`src/rtl/core/sfd_pkg.sv`:
```
// ----------------------------------------------------------------------------
// sfd_pkg
// Shared types and constants for the sync word frame deframer.
// ----------------------------------------------------------------------------
package sfd_pkg;

  // Frame byte counter width; the counter saturates at its all-ones value
  localparam int COUNT_WIDTH   = 11;
  localparam int MIN_FRAME_LEN = 10;

  // Configuration register widths
  localparam int MAX_LEN_W = 11;
  localparam int SYNC_W    = 32;
  localparam int CFG_W     = 32;
  localparam int CFG_IDX_W = 1;

  // Compare width: holds a frame length, the max length register and 13 + 255
  localparam int CMP_W = (COUNT_WIDTH + 1 > MAX_LEN_W) ? COUNT_WIDTH + 1 : MAX_LEN_W;

  // Frame layout
  localparam int SYNC_BYTES = 4;
  localparam int HDR_FIRST  = 4;
  localparam int HDR_BYTES  = 8;
  localparam int LEN_FIELD  = 6;
  localparam int CMD_FIELD  = 7;
  localparam int LEN_POS    = 10;
  localparam int PAY_POS    = 11;
  localparam int FIT_BASE   = LEN_POS + 3;

  // Register reset values
  localparam logic [MAX_LEN_W-1:0] MAX_LEN_RESET = MAX_LEN_W'(1024);
  localparam logic [SYNC_W-1:0]    SYNC_RESET    = 32'h55AA_CC33;

  // Register indexes
  localparam logic [CFG_IDX_W-1:0] REG_MAX_FRAME_LEN = 1'b0;
  localparam logic [CFG_IDX_W-1:0] REG_SYNC_WORD     = 1'b1;

  // Queue between front and back
  localparam int QUEUE_DEPTH = 2;
  localparam int QPTR_W      = $clog2(QUEUE_DEPTH);
  localparam int QCNT_W      = $clog2(QUEUE_DEPTH + 1);

  typedef enum logic [2:0] {
    ST_OK        = 3'd0,
    ST_TOO_LONG  = 3'd1,
    ST_SHORT     = 3'd2,
    ST_BAD_SYNC  = 3'd3,
    ST_BAD_CSUM  = 3'd4
  } status_t;

  // Classified byte as handed from front to back
  typedef struct packed {
    logic                          pay;
    logic [7:0]                    data;
    logic                          last;
    logic                          too_long;
    logic                          too_short;
    logic                          sync_ok;
    logic                          csum_ok;
    logic                          fit_ok;
    logic [HDR_BYTES-1:0][7:0]     hdr;
  } rec_t;

endpackage

```
`src/rtl/core/sfd_byte_if.sv`:
```
// ----------------------------------------------------------------------------
// sfd_byte_if
// Byte input channel: one raw frame byte per transaction.
// ----------------------------------------------------------------------------
interface sfd_byte_if;
  logic       valid;
  logic       ready;
  logic [7:0] in_byte;
  logic       end_of_frame;

  modport source (output valid, in_byte, end_of_frame, input ready);
  modport sink   (input valid, in_byte, end_of_frame, output ready);
endinterface

```
`src/rtl/core/sfd_result_if.sv`:
```
// ----------------------------------------------------------------------------
// sfd_result_if
// Result channel: payload pass-through and end-of-frame report.
// ----------------------------------------------------------------------------
interface sfd_result_if;
  logic       valid;
  logic       ready;
  logic       payload_valid;
  logic [7:0] payload_byte;
  logic       frame_done;
  logic [2:0] status;
  logic [7:0] can_channel;
  logic [7:0] rx_addr;
  logic [7:0] tx_addr;
  logic [7:0] loop_addr;
  logic [7:0] device_addr;
  logic [7:0] frame_kind;
  logic [7:0] payload_len;
  logic [7:0] command_code;

  modport source (output valid, payload_valid, payload_byte, frame_done, status,
                  can_channel, rx_addr, tx_addr, loop_addr, device_addr,
                  frame_kind, payload_len, command_code, input ready);
  modport sink   (input valid, payload_valid, payload_byte, frame_done, status,
                  can_channel, rx_addr, tx_addr, loop_addr, device_addr,
                  frame_kind, payload_len, command_code, output ready);
endinterface

```
`src/rtl/core/sfd_front.sv`:
```
// ----------------------------------------------------------------------------
// sfd_front
// Accepts frame bytes, tracks position, checksum, sync and header, and
// pushes a classified record for every byte that yields a result.
// ----------------------------------------------------------------------------
module sfd_front (
  input  logic                         clk,
  input  logic                         rst,
  sfd_byte_if.sink                     byte_ch,
  input  logic                         cfg_we,
  input  logic [sfd_pkg::CFG_IDX_W-1:0] cfg_index,
  input  logic [sfd_pkg::CFG_W-1:0]    cfg_data,
  input  logic                         q_full,
  output logic                         q_push,
  output sfd_pkg::rec_t                q_rec
);

  localparam int CW = sfd_pkg::COUNT_WIDTH;
  localparam int MW = sfd_pkg::CMP_W;

  logic [sfd_pkg::MAX_LEN_W-1:0] max_frame_len;
  logic [sfd_pkg::SYNC_W-1:0]    sync_word;

  logic [CW-1:0]  byte_count;
  logic           count_over;
  logic [15:0]    sum_acc;
  logic [7:0]     tail_bytes [2];
  logic [7:0]     hdr [sfd_pkg::HDR_BYTES];
  logic           sync_ok;

  logic [MW-1:0]  idx;
  logic [MW-1:0]  flen;
  logic [7:0]     b;
  logic           accept;
  logic           pay;
  logic           sync_next;
  logic [15:0]    sum_next;
  logic [15:0]    crc;
  logic [sfd_pkg::SYNC_W-1:0] sync_shift;
  logic [7:0]     hdr_next [sfd_pkg::HDR_BYTES];

  // Configuration registers
  always_ff @(posedge clk) begin
    if (rst) begin
      max_frame_len <= sfd_pkg::MAX_LEN_RESET;
      sync_word     <= sfd_pkg::SYNC_RESET;
    end else if (cfg_we) begin
      unique case (cfg_index)
        sfd_pkg::REG_MAX_FRAME_LEN: max_frame_len <= cfg_data[sfd_pkg::MAX_LEN_W-1:0];
        sfd_pkg::REG_SYNC_WORD:     sync_word     <= cfg_data[sfd_pkg::SYNC_W-1:0];
        default: ;
      endcase
    end
  end

  assign byte_ch.ready = !q_full;
  assign accept        = byte_ch.valid && byte_ch.ready;
  assign b             = byte_ch.in_byte;
  assign idx           = MW'(byte_count);
  assign flen          = idx + MW'(1);

  // Expected sync byte: position p takes bits 8*(3-p) upwards
  assign sync_shift = sync_word >> {~byte_count[1:0], 3'b000};

  always_comb begin
    sync_next = sync_ok;
    if (!count_over && idx < MW'(sfd_pkg::SYNC_BYTES) && b != sync_shift[7:0]) begin
      sync_next = 1'b0;
    end
  end

  // Header capture for the byte at hand
  always_comb begin
    for (int i = 0; i < sfd_pkg::HDR_BYTES; i++) begin
      hdr_next[i] = (!count_over && idx == MW'(sfd_pkg::HDR_FIRST + i)) ? b : hdr[i];
    end
  end

  // Payload position, against the declared length seen so far
  assign pay = !count_over && idx >= MW'(sfd_pkg::PAY_POS) &&
               (idx - MW'(sfd_pkg::PAY_POS)) < MW'(hdr[sfd_pkg::LEN_FIELD]);

  // Running sum lags two bytes so the trailing checksum stays out of it
  assign sum_next = (count_over || idx >= MW'(2)) ? sum_acc + 16'(tail_bytes[0]) : sum_acc;
  assign crc      = {b, tail_bytes[1]};

  // Record for the queue
  always_comb begin
    q_rec.pay       = pay;
    q_rec.data      = b;
    q_rec.last      = byte_ch.end_of_frame;
    q_rec.too_long  = count_over || flen > MW'(max_frame_len);
    q_rec.too_short = flen < MW'(sfd_pkg::MIN_FRAME_LEN);
    q_rec.sync_ok   = sync_next;
    q_rec.csum_ok   = crc == sum_next;
    q_rec.fit_ok    = flen >= MW'(sfd_pkg::FIT_BASE) &&
                      MW'(hdr_next[sfd_pkg::LEN_FIELD]) + MW'(sfd_pkg::FIT_BASE) <= flen;
    for (int i = 0; i < sfd_pkg::HDR_BYTES; i++) begin
      q_rec.hdr[i] = hdr_next[i];
    end
  end

  assign q_push = accept && (pay || byte_ch.end_of_frame);

  // Frame state; cleared after the final byte
  always_ff @(posedge clk) begin
    if (rst || (accept && byte_ch.end_of_frame)) begin
      byte_count <= '0;
      count_over <= 1'b0;
      sum_acc    <= '0;
      tail_bytes <= '{default: '0};
      hdr        <= '{default: '0};
      sync_ok    <= 1'b1;
    end else if (accept) begin
      if (byte_count == {CW{1'b1}}) begin
        count_over <= 1'b1;
      end else begin
        byte_count <= byte_count + CW'(1);
      end
      sum_acc       <= sum_next;
      tail_bytes[0] <= tail_bytes[1];
      tail_bytes[1] <= b;
      hdr           <= hdr_next;
      sync_ok       <= sync_next;
    end
  end

endmodule

```
`src/rtl/core/sfd_queue.sv`:
```
// ----------------------------------------------------------------------------
// sfd_queue
// Short record queue between front and back.
// ----------------------------------------------------------------------------
module sfd_queue (
  input  logic          clk,
  input  logic          rst,
  input  logic          push,
  input  sfd_pkg::rec_t push_rec,
  output logic          full,
  input  logic          pop,
  output logic          head_valid,
  output sfd_pkg::rec_t head_rec
);

  sfd_pkg::rec_t                entries [sfd_pkg::QUEUE_DEPTH];
  logic [sfd_pkg::QPTR_W-1:0]   wr_ptr;
  logic [sfd_pkg::QPTR_W-1:0]   rd_ptr;
  logic [sfd_pkg::QCNT_W-1:0]   fill;

  assign full       = fill == sfd_pkg::QCNT_W'(sfd_pkg::QUEUE_DEPTH);
  assign head_valid = fill != '0;
  assign head_rec   = entries[rd_ptr];

  // Storage
  always_ff @(posedge clk) begin
    if (push) begin
      entries[wr_ptr] <= push_rec;
    end
  end

  // Pointers and fill level
  always_ff @(posedge clk) begin
    if (rst) begin
      wr_ptr <= '0;
      rd_ptr <= '0;
      fill   <= '0;
    end else begin
      if (push) begin
        wr_ptr <= wr_ptr + sfd_pkg::QPTR_W'(1);
      end
      if (pop) begin
        rd_ptr <= rd_ptr + sfd_pkg::QPTR_W'(1);
      end
      if (push && !pop) begin
        fill <= fill + sfd_pkg::QCNT_W'(1);
      end else if (pop && !push) begin
        fill <= fill - sfd_pkg::QCNT_W'(1);
      end
    end
  end

endmodule

```
`src/rtl/core/sfd_back.sv`:
```
// ----------------------------------------------------------------------------
// sfd_back
// Resolves frame status by check priority, masks the report fields and
// holds the result in the output register.
// ----------------------------------------------------------------------------
module sfd_back (
  input  logic          clk,
  input  logic          rst,
  input  logic          head_valid,
  input  sfd_pkg::rec_t head_rec,
  output logic          pop,
  sfd_result_if.source  result_ch
);

  sfd_pkg::status_t status_next;
  logic             ok;
  logic             out_valid;
  logic             payload_valid;
  logic [7:0]       payload_byte;
  logic             frame_done;
  logic [2:0]       status;
  logic [7:0]       fields [7];
  logic [7:0]       command_code;

  // Check order: too long, short, sync, checksum, payload fit
  always_comb begin
    priority if (head_rec.too_long) begin
      status_next = sfd_pkg::ST_TOO_LONG;
    end else if (head_rec.too_short) begin
      status_next = sfd_pkg::ST_SHORT;
    end else if (!head_rec.sync_ok) begin
      status_next = sfd_pkg::ST_BAD_SYNC;
    end else if (!head_rec.csum_ok) begin
      status_next = sfd_pkg::ST_BAD_CSUM;
    end else if (!head_rec.fit_ok) begin
      status_next = sfd_pkg::ST_SHORT;
    end else begin
      status_next = sfd_pkg::ST_OK;
    end
  end

  assign ok  = head_rec.last && status_next == sfd_pkg::ST_OK;
  assign pop = head_valid && (!out_valid || result_ch.ready);

  always_ff @(posedge clk) begin
    if (rst) begin
      out_valid <= 1'b0;
    end else if (!out_valid || result_ch.ready) begin
      out_valid <= head_valid;
    end
  end

  // Output register payload
  always_ff @(posedge clk) begin
    if (pop) begin
      payload_valid <= head_rec.pay;
      payload_byte  <= head_rec.pay ? head_rec.data : 8'h00;
      frame_done    <= head_rec.last;
      status        <= head_rec.last ? 3'(status_next) : 3'(sfd_pkg::ST_OK);
      for (int i = 0; i < 7; i++) begin
        fields[i] <= ok ? head_rec.hdr[i] : 8'h00;
      end
      command_code  <= (ok && head_rec.hdr[sfd_pkg::LEN_FIELD] != 8'h00)
                       ? head_rec.hdr[sfd_pkg::CMD_FIELD] : 8'h00;
    end
  end

  assign result_ch.valid         = out_valid;
  assign result_ch.payload_valid = payload_valid;
  assign result_ch.payload_byte  = payload_byte;
  assign result_ch.frame_done    = frame_done;
  assign result_ch.status        = status;
  assign result_ch.can_channel   = fields[0];
  assign result_ch.rx_addr       = fields[1];
  assign result_ch.tx_addr       = fields[2];
  assign result_ch.loop_addr     = fields[3];
  assign result_ch.device_addr   = fields[4];
  assign result_ch.frame_kind    = fields[5];
  assign result_ch.payload_len   = fields[6];
  assign result_ch.command_code  = command_code;

endmodule

```
`src/rtl/core/sync_word_frame_deframer_top.sv`:
```
// Path: each result goes through the record queue, then the output register.
// Throughput: one byte per cycle; bytes that are neither payload nor last in the
// frame take no queue slot. Input stalls only once the two-entry queue is full.
// Reset (rst, synchronous): frame state cleared, queue and output empty,
// max_frame_len = 1024, sync_word = 0x55AACC33.
// ----------------------------------------------------------------------------
// sync_word_frame_deframer_top
// Byte-wise frame deframer: sync, header capture, checksum and length
// checks, payload pass-through and end-of-frame report.
// ----------------------------------------------------------------------------
module sync_word_frame_deframer_top (
  input  logic                          clk,
  input  logic                          rst,
  sfd_byte_if.sink                      byte_ch,
  sfd_result_if.source                  result_ch,
  input  logic                          cfg_we,
  input  logic [sfd_pkg::CFG_IDX_W-1:0] cfg_index,
  input  logic [sfd_pkg::CFG_W-1:0]     cfg_data
);

  logic          q_push;
  logic          q_full;
  logic          q_pop;
  logic          q_valid;
  sfd_pkg::rec_t push_rec;
  sfd_pkg::rec_t head_rec;

  sfd_front u_front (
    .clk       (clk),
    .rst       (rst),
    .byte_ch   (byte_ch),
    .cfg_we    (cfg_we),
    .cfg_index (cfg_index),
    .cfg_data  (cfg_data),
    .q_full    (q_full),
    .q_push    (q_push),
    .q_rec     (push_rec)
  );

  sfd_queue u_queue (
    .clk        (clk),
    .rst        (rst),
    .push       (q_push),
    .push_rec   (push_rec),
    .full       (q_full),
    .pop        (q_pop),
    .head_valid (q_valid),
    .head_rec   (head_rec)
  );

  sfd_back u_back (
    .clk        (clk),
    .rst        (rst),
    .head_valid (q_valid),
    .head_rec   (head_rec),
    .pop        (q_pop),
    .result_ch  (result_ch)
  );

endmodule
```
`src/flat_wrapper.sv`:
```
// flat-port wrapper written by rule: the top's interface ports become plain ports
module sync_word_frame_deframer_top_flat 
  (clk, rst, cfg_we, cfg_index, cfg_data, byte_ch_valid, byte_ch_in_byte, byte_ch_end_of_frame, byte_ch_ready, result_ch_valid, result_ch_payload_valid, result_ch_payload_byte, result_ch_frame_done, result_ch_status, result_ch_can_channel, result_ch_rx_addr, result_ch_tx_addr, result_ch_loop_addr, result_ch_device_addr, result_ch_frame_kind, result_ch_payload_len, result_ch_command_code, result_ch_ready);
  sfd_byte_if byte_ch_i ();
  sfd_result_if result_ch_i ();
  input  logic clk;
  input  logic rst;
  input  logic cfg_we;
  input  logic [sfd_pkg::CFG_IDX_W-1:0] cfg_index;
  input  logic [sfd_pkg::CFG_W-1:0] cfg_data;
  input wire logic [$bits(byte_ch_i.valid)-1:0] byte_ch_valid;
  input wire logic [$bits(byte_ch_i.in_byte)-1:0] byte_ch_in_byte;
  input wire logic [$bits(byte_ch_i.end_of_frame)-1:0] byte_ch_end_of_frame;
  output wire logic [$bits(byte_ch_i.ready)-1:0] byte_ch_ready;
  output wire logic [$bits(result_ch_i.valid)-1:0] result_ch_valid;
  output wire logic [$bits(result_ch_i.payload_valid)-1:0] result_ch_payload_valid;
  output wire logic [$bits(result_ch_i.payload_byte)-1:0] result_ch_payload_byte;
  output wire logic [$bits(result_ch_i.frame_done)-1:0] result_ch_frame_done;
  output wire logic [$bits(result_ch_i.status)-1:0] result_ch_status;
  output wire logic [$bits(result_ch_i.can_channel)-1:0] result_ch_can_channel;
  output wire logic [$bits(result_ch_i.rx_addr)-1:0] result_ch_rx_addr;
  output wire logic [$bits(result_ch_i.tx_addr)-1:0] result_ch_tx_addr;
  output wire logic [$bits(result_ch_i.loop_addr)-1:0] result_ch_loop_addr;
  output wire logic [$bits(result_ch_i.device_addr)-1:0] result_ch_device_addr;
  output wire logic [$bits(result_ch_i.frame_kind)-1:0] result_ch_frame_kind;
  output wire logic [$bits(result_ch_i.payload_len)-1:0] result_ch_payload_len;
  output wire logic [$bits(result_ch_i.command_code)-1:0] result_ch_command_code;
  input wire logic [$bits(result_ch_i.ready)-1:0] result_ch_ready;
  assign byte_ch_i.valid = byte_ch_valid;
  assign byte_ch_i.in_byte = byte_ch_in_byte;
  assign byte_ch_i.end_of_frame = byte_ch_end_of_frame;
  assign byte_ch_ready = byte_ch_i.ready;
  assign result_ch_valid = result_ch_i.valid;
  assign result_ch_payload_valid = result_ch_i.payload_valid;
  assign result_ch_payload_byte = result_ch_i.payload_byte;
  assign result_ch_frame_done = result_ch_i.frame_done;
  assign result_ch_status = result_ch_i.status;
  assign result_ch_can_channel = result_ch_i.can_channel;
  assign result_ch_rx_addr = result_ch_i.rx_addr;
  assign result_ch_tx_addr = result_ch_i.tx_addr;
  assign result_ch_loop_addr = result_ch_i.loop_addr;
  assign result_ch_device_addr = result_ch_i.device_addr;
  assign result_ch_frame_kind = result_ch_i.frame_kind;
  assign result_ch_payload_len = result_ch_i.payload_len;
  assign result_ch_command_code = result_ch_i.command_code;
  assign result_ch_i.ready = result_ch_ready;
  sync_word_frame_deframer_top u_core (.clk(clk), .rst(rst), .byte_ch(byte_ch_i), .result_ch(result_ch_i), .cfg_we(cfg_we), .cfg_index(cfg_index), .cfg_data(cfg_data));
endmodule
```
`config.mk`:
```
export PLATFORM = sky130hd
export DESIGN_NAME = sync_word_frame_deframer_top_flat
export DESIGN_NICKNAME = d
export VERILOG_FILES = /design/src/rtl/core/sfd_pkg.sv /design/src/rtl/core/sfd_byte_if.sv /design/src/rtl/core/sfd_result_if.sv /design/src/rtl/core/sfd_front.sv /design/src/rtl/core/sfd_queue.sv /design/src/rtl/core/sfd_back.sv /design/src/rtl/core/sync_word_frame_deframer_top.sv /design/src/flat_wrapper.sv
export SDC_FILE = /design/constraint.sdc
export NUM_CORES = 1
export LEC_CHECK = 0
export BUFFER_PORTS_ARGS = -buffer_cell sky130_fd_sc_hd__buf_2
export CORE_MARGIN = 2
export CORE_UTILIZATION = 61
export DETAILED_ROUTE_END_ITERATION = 8
export PLACE_DENSITY = 0.88
export SLEW_MARGIN = 20
export SYNTH_ARGS = -nofsm -noshare
export SYNTH_HDL_FRONTEND = slang
export SYNTH_HIERARCHICAL = 1
export SYNTH_SLANG_ARGS = --single-unit
```
`constraint.sdc`:
```
create_clock -name clk -period 7.98 [get_ports clk]
set_clock_uncertainty 0.2 [all_clocks]
set_input_delay 1.596 -clock clk [delete_from_list [all_inputs] [get_ports clk]]
set_output_delay 1.596 -clock clk [all_outputs]
set_load 0.03 [all_outputs]
```
==> metrics.cfg <==
[run_status]
outcome = completed

[finish]
drive_above_1_share_pct = 23.97
nNetsFinal = 1755
area_delta_synth_final_pct = 11.98
finalInstanceArea_mm2 = 0.02025
fill_cells = 1944
insertedDiodeCount = 0

[placement]
dp_slack_ps = 2900
dp_hpwl_um = 23600
dpl_cell_area_mm2 = 0.01873
port_buffers = 125
place_congestion = 0.8522

[power]
ir_worst_vdd_mv = 0.2385
power.density_mw_per_mm2 = 298.0
leakage_nw = 7.889
fin_total_pwr_w = 0.006034

[logic_synthesis]
syn_inst = 1594
synth-seq-cells = 393
synth.area.top_cells = edfxtp_1, dfxtp_1, mux2_2, nand2_1, nor2_1
synth_top_area_share_pct = 39.02
yosysWarnings = 6
async_reset_ff_share_pct = 0
synth_xor_area_share_pct = 3.272
synth_fa_ha_area_share_pct = 2.947
synth_top_flop_cell = edfxtp_1
synth_top_family_by_area = simple AND/OR/NAND/NOR gates
yosys.cell_count.top_type = edfxtp_1
synth-compound-area-share_pct = 5.950
synthSimpleGateAreaFrac_pct = 15.28
seq_area_frac_synth_pct = 56.51
synth_area_leader_cell = edfxtp_1
synth_edf_count = 235
syn_area_per_cell_um2 = 11.35
synth_area_mm2 = 0.01808
synth_common_cells = edfxtp_1, nand2_1, dfxtp_1
yosysUniqueCellTypes = 67
synth.area.mux_share_pct = 10.77
syn_nets = 1683

[route]
drc = 0
drt_iter0_markers = 1260
drt_pass1_iterations = 5
viasPerCell = 5.888
num_vias = 12295
drt-total-wl_um = 40050
wl_per_cell_um = 19.18
ant_nets = 0

[sta]
slew_headroom_pct = 30.43
fmax_mhz = 203.2
tns_ps = 0
setup_ws_ps = 3059
worst_pin_slew_ps = 1044
min_period_ps = 4921
setup_viol = 0
slew_viol_final = 0
finalHoldViolations = 0
finalCritPeriodShare_pct = 61.67
rsz0062_at_grt = false

[cts]
clockRootBuffer = clkbuf_16
numClockSinks = 393
clkTransAtPathRegs_ps = 60
cts-resized-gates = 0
hold_buffers = 0
clk_path_buf_depth = 3
cts_tree = built
numCtsBuffers = 41
post_cts.repair.setup_buffers = 0
clk_latency_ps = 530
cts_max_level = 2

[global_route]
grt_pass1_wl_um = 62040
use_met1_pct = 33.00
grt_pass1_vias = 11926
grt_max_degree = 110
busiest_layer = met2
met2_usage_pct = 42.35
overflow = 0
gr-usage-met3_pct = 3.596
grt_util_all_layers_pct = 25.17
antenna_found_initial = 0

[floorplanning]
initial_core_util_pct = 61.51
fp.dieArea_mm2 = 0.03104
io_pins = 126
chipWidth_um = 176.2
die_h_um = 176.2
fp-row-count = 63
coreArea_mm2 = 0.02940

[worst_setup_path]
ff2ff_setup_slack_ps = 3060
crit_fanout = 53
worstPathArrival_ps = 4910
startpoint_type = flop
criticalPathCategory = flop to flop
cp-startpoint = u_core/u_front/byte_count[0]$_SDFFE_PP0P_
reg2regPathDepth = 13
path_common_cell = ha_1
cpPeakStageDelay_ps = 650
cp-end-kind = flop
cp.required_ps = 7970
crit_chain = ha_1 -> o21ai_0 -> inv_1 -> or3_1 -> xnor2_1 -> ha_1 -> o211ai_1 -> a21oi_1 -> nor4_1 -> o21a_1 -> nor2b_4 -> buf_4 -> buf_16
rr_startpoint = u_core/u_front/byte_count[0]$_SDFFE_PP0P_
endpoint = u_core/u_queue/entries[0][20]$_DFFE_PP_
r2r-end = u_core/u_queue/entries[0][20]$_DFFE_PP_
slowest_stage = nor4_1

[min_path]
worst_hold_path_type = flop to flop

[flow_run]
cap_violations = 0

## cell usage in the layout, fill, tap and decap left out, drive strengths merged, types with 4 or more instances in the layout
cell	synthesis	layout
o21a	7	7
or3	10	10
nand3b	17	17
nand4	9	9
edfxtp	235	235
a31oi	6	6
and3	4	4
nor3	97	97
o22ai	5	5
nand2	186	186
nand2b	8	8
mux2i	31	31
nor2b	11	11
inv	105	107
buf	54	134
dfxtp	158	158
a211oi	20	20
ha	41	41
xor2	27	27
clkbuf	51	63
o211ai	4	4
xnor2	38	38
clkinv	0	5
bufinv	0	5
nor4	8	8
mux2	126	126
a21oi	78	78
and2	12	12
nand3	27	27
a21o	5	5
o21ai	35	35
nor2	144	144
mux4	8	8
## flip-flops by register name, summed over array words and instances, names as in the netlist, 2 cells and up, named ones only
signal and flops:
u_core/u_back/fields 56, u_core/u_back/result_ch.command_code 8, u_core/u_back/result_ch.payload_byte 8, u_core/u_back/result_ch.status 3
u_core/u_front/byte_count 11, u_core/u_front/crc 8, u_core/u_front/hdr 64, u_core/u_front/max_frame_len 11
u_core/u_front/sum_acc 16, u_core/u_front/sync_word 32, u_core/u_front/tail_bytes 8, u_core/u_queue/entries 158
u_core/u_queue/fill 2
## per-layer routing
layer / part of all wire [%] / wire length (um)
met5: 0 / 0
met4: 3.8 / 1512
met3: 7.9 / 3160
met2: 49 / 19510
met1: 40 / 15870
## area by class of cell
cell class                      instances  area, um^2  share of cell area [%]
Inverter                              105       394.1                   1.946
Multi-Input combinational cell        991        6965                   34.39
Clock inverter                         12       191.4                  0.9453
Sequential cell                       393       10220                   50.48
Timing Repair Buffer                  134       757.0                   3.738
Tap cell                              390       488.0                   2.409
Clock buffer                           63        1232                   6.086
## through the flow
stage,cells,hold slack [ps],utilization [%]
2_1_floorplan,1594,232.0,-
3_3_place_gp,2009,239.3,63.72
3_5_place_dp,2009,246.3,63.72
4_1_cts,2084,254.8,68.56
5_1_grt,2088,272.3,68.88
6_report,2088,252.4,68.88
## worst min path at each step
| stage | start | to | slack (ps) | cells after the start |
|---|---|---|---|---|
| after floorplan | u_core/u_front/sync_word[11]$_SDFFE_PP1P_ | u_core/u_front/sync_word[11]$_SDFFE_PP1P_ | 230 | 2 |
| after global placement | u_core/u_front/sync_word[2]$_SDFFE_PP0P_ | u_core/u_front/sync_word[2]$_SDFFE_PP0P_ | 240 | 2 |
| final | u_core/u_front/sync_word[8]$_SDFFE_PP0P_ | u_core/u_front/sync_word[8]$_SDFFE_PP0P_ | 250 | 2 |
| after detailed placement | u_core/u_front/sync_word[6]$_SDFFE_PP0P_ | u_core/u_front/sync_word[6]$_SDFFE_PP0P_ | 250 | 2 |
| after global routing | u_core/u_front/max_frame_len[3]$_SDFFE_PP0P_ | u_core/u_front/max_frame_len[3]$_SDFFE_PP0P_ | 270 | 2 |
| after CTS | u_core/u_front/sync_word[6]$_SDFFE_PP0P_ | u_core/u_front/sync_word[6]$_SDFFE_PP0P_ | 250 | 2 |
## cells by family (layout without fill, tap and decap cells)
| kind of cell | count (synthesis) | in the layout |
|---|---|---|
| AND/OR/NAND/NOR | 542 | 542 |
| flip-flops | 393 | 393 |
| buffers and inverters | 210 | 314 |
| AO/OA/AOI/OAI | 176 | 176 |
| multiplexers | 165 | 165 |
| XOR/XNOR | 66 | 66 |
| adder cells (fa/ha/maj) | 42 | 42 |
## worst max-delay path: cells and delay by family, from the launching register on
family,cells,cell delay [ps]
and+or+nand+nor,3,1140
AOI/OAI and AO/OA,4,890
buffers and inverters,3,810
adders and majority gates,2,770
DFF,1,560
xor gates and xnor gates,1,140
## power by group
group / total (W) / switching, W / internal [W] / leakage, nW
sequential: 0.00261 / 0.000126 / 0.00248 / 3.52
clock: 0.00198 / 0.000755 / 0.00123 / 0.698
combinational: 0.00144 / 0.000967 / 0.000476 / 3.67
total: 0.00603 / 0.00185 / 0.00419 / 7.89
(Power assumes the default switching activity.)
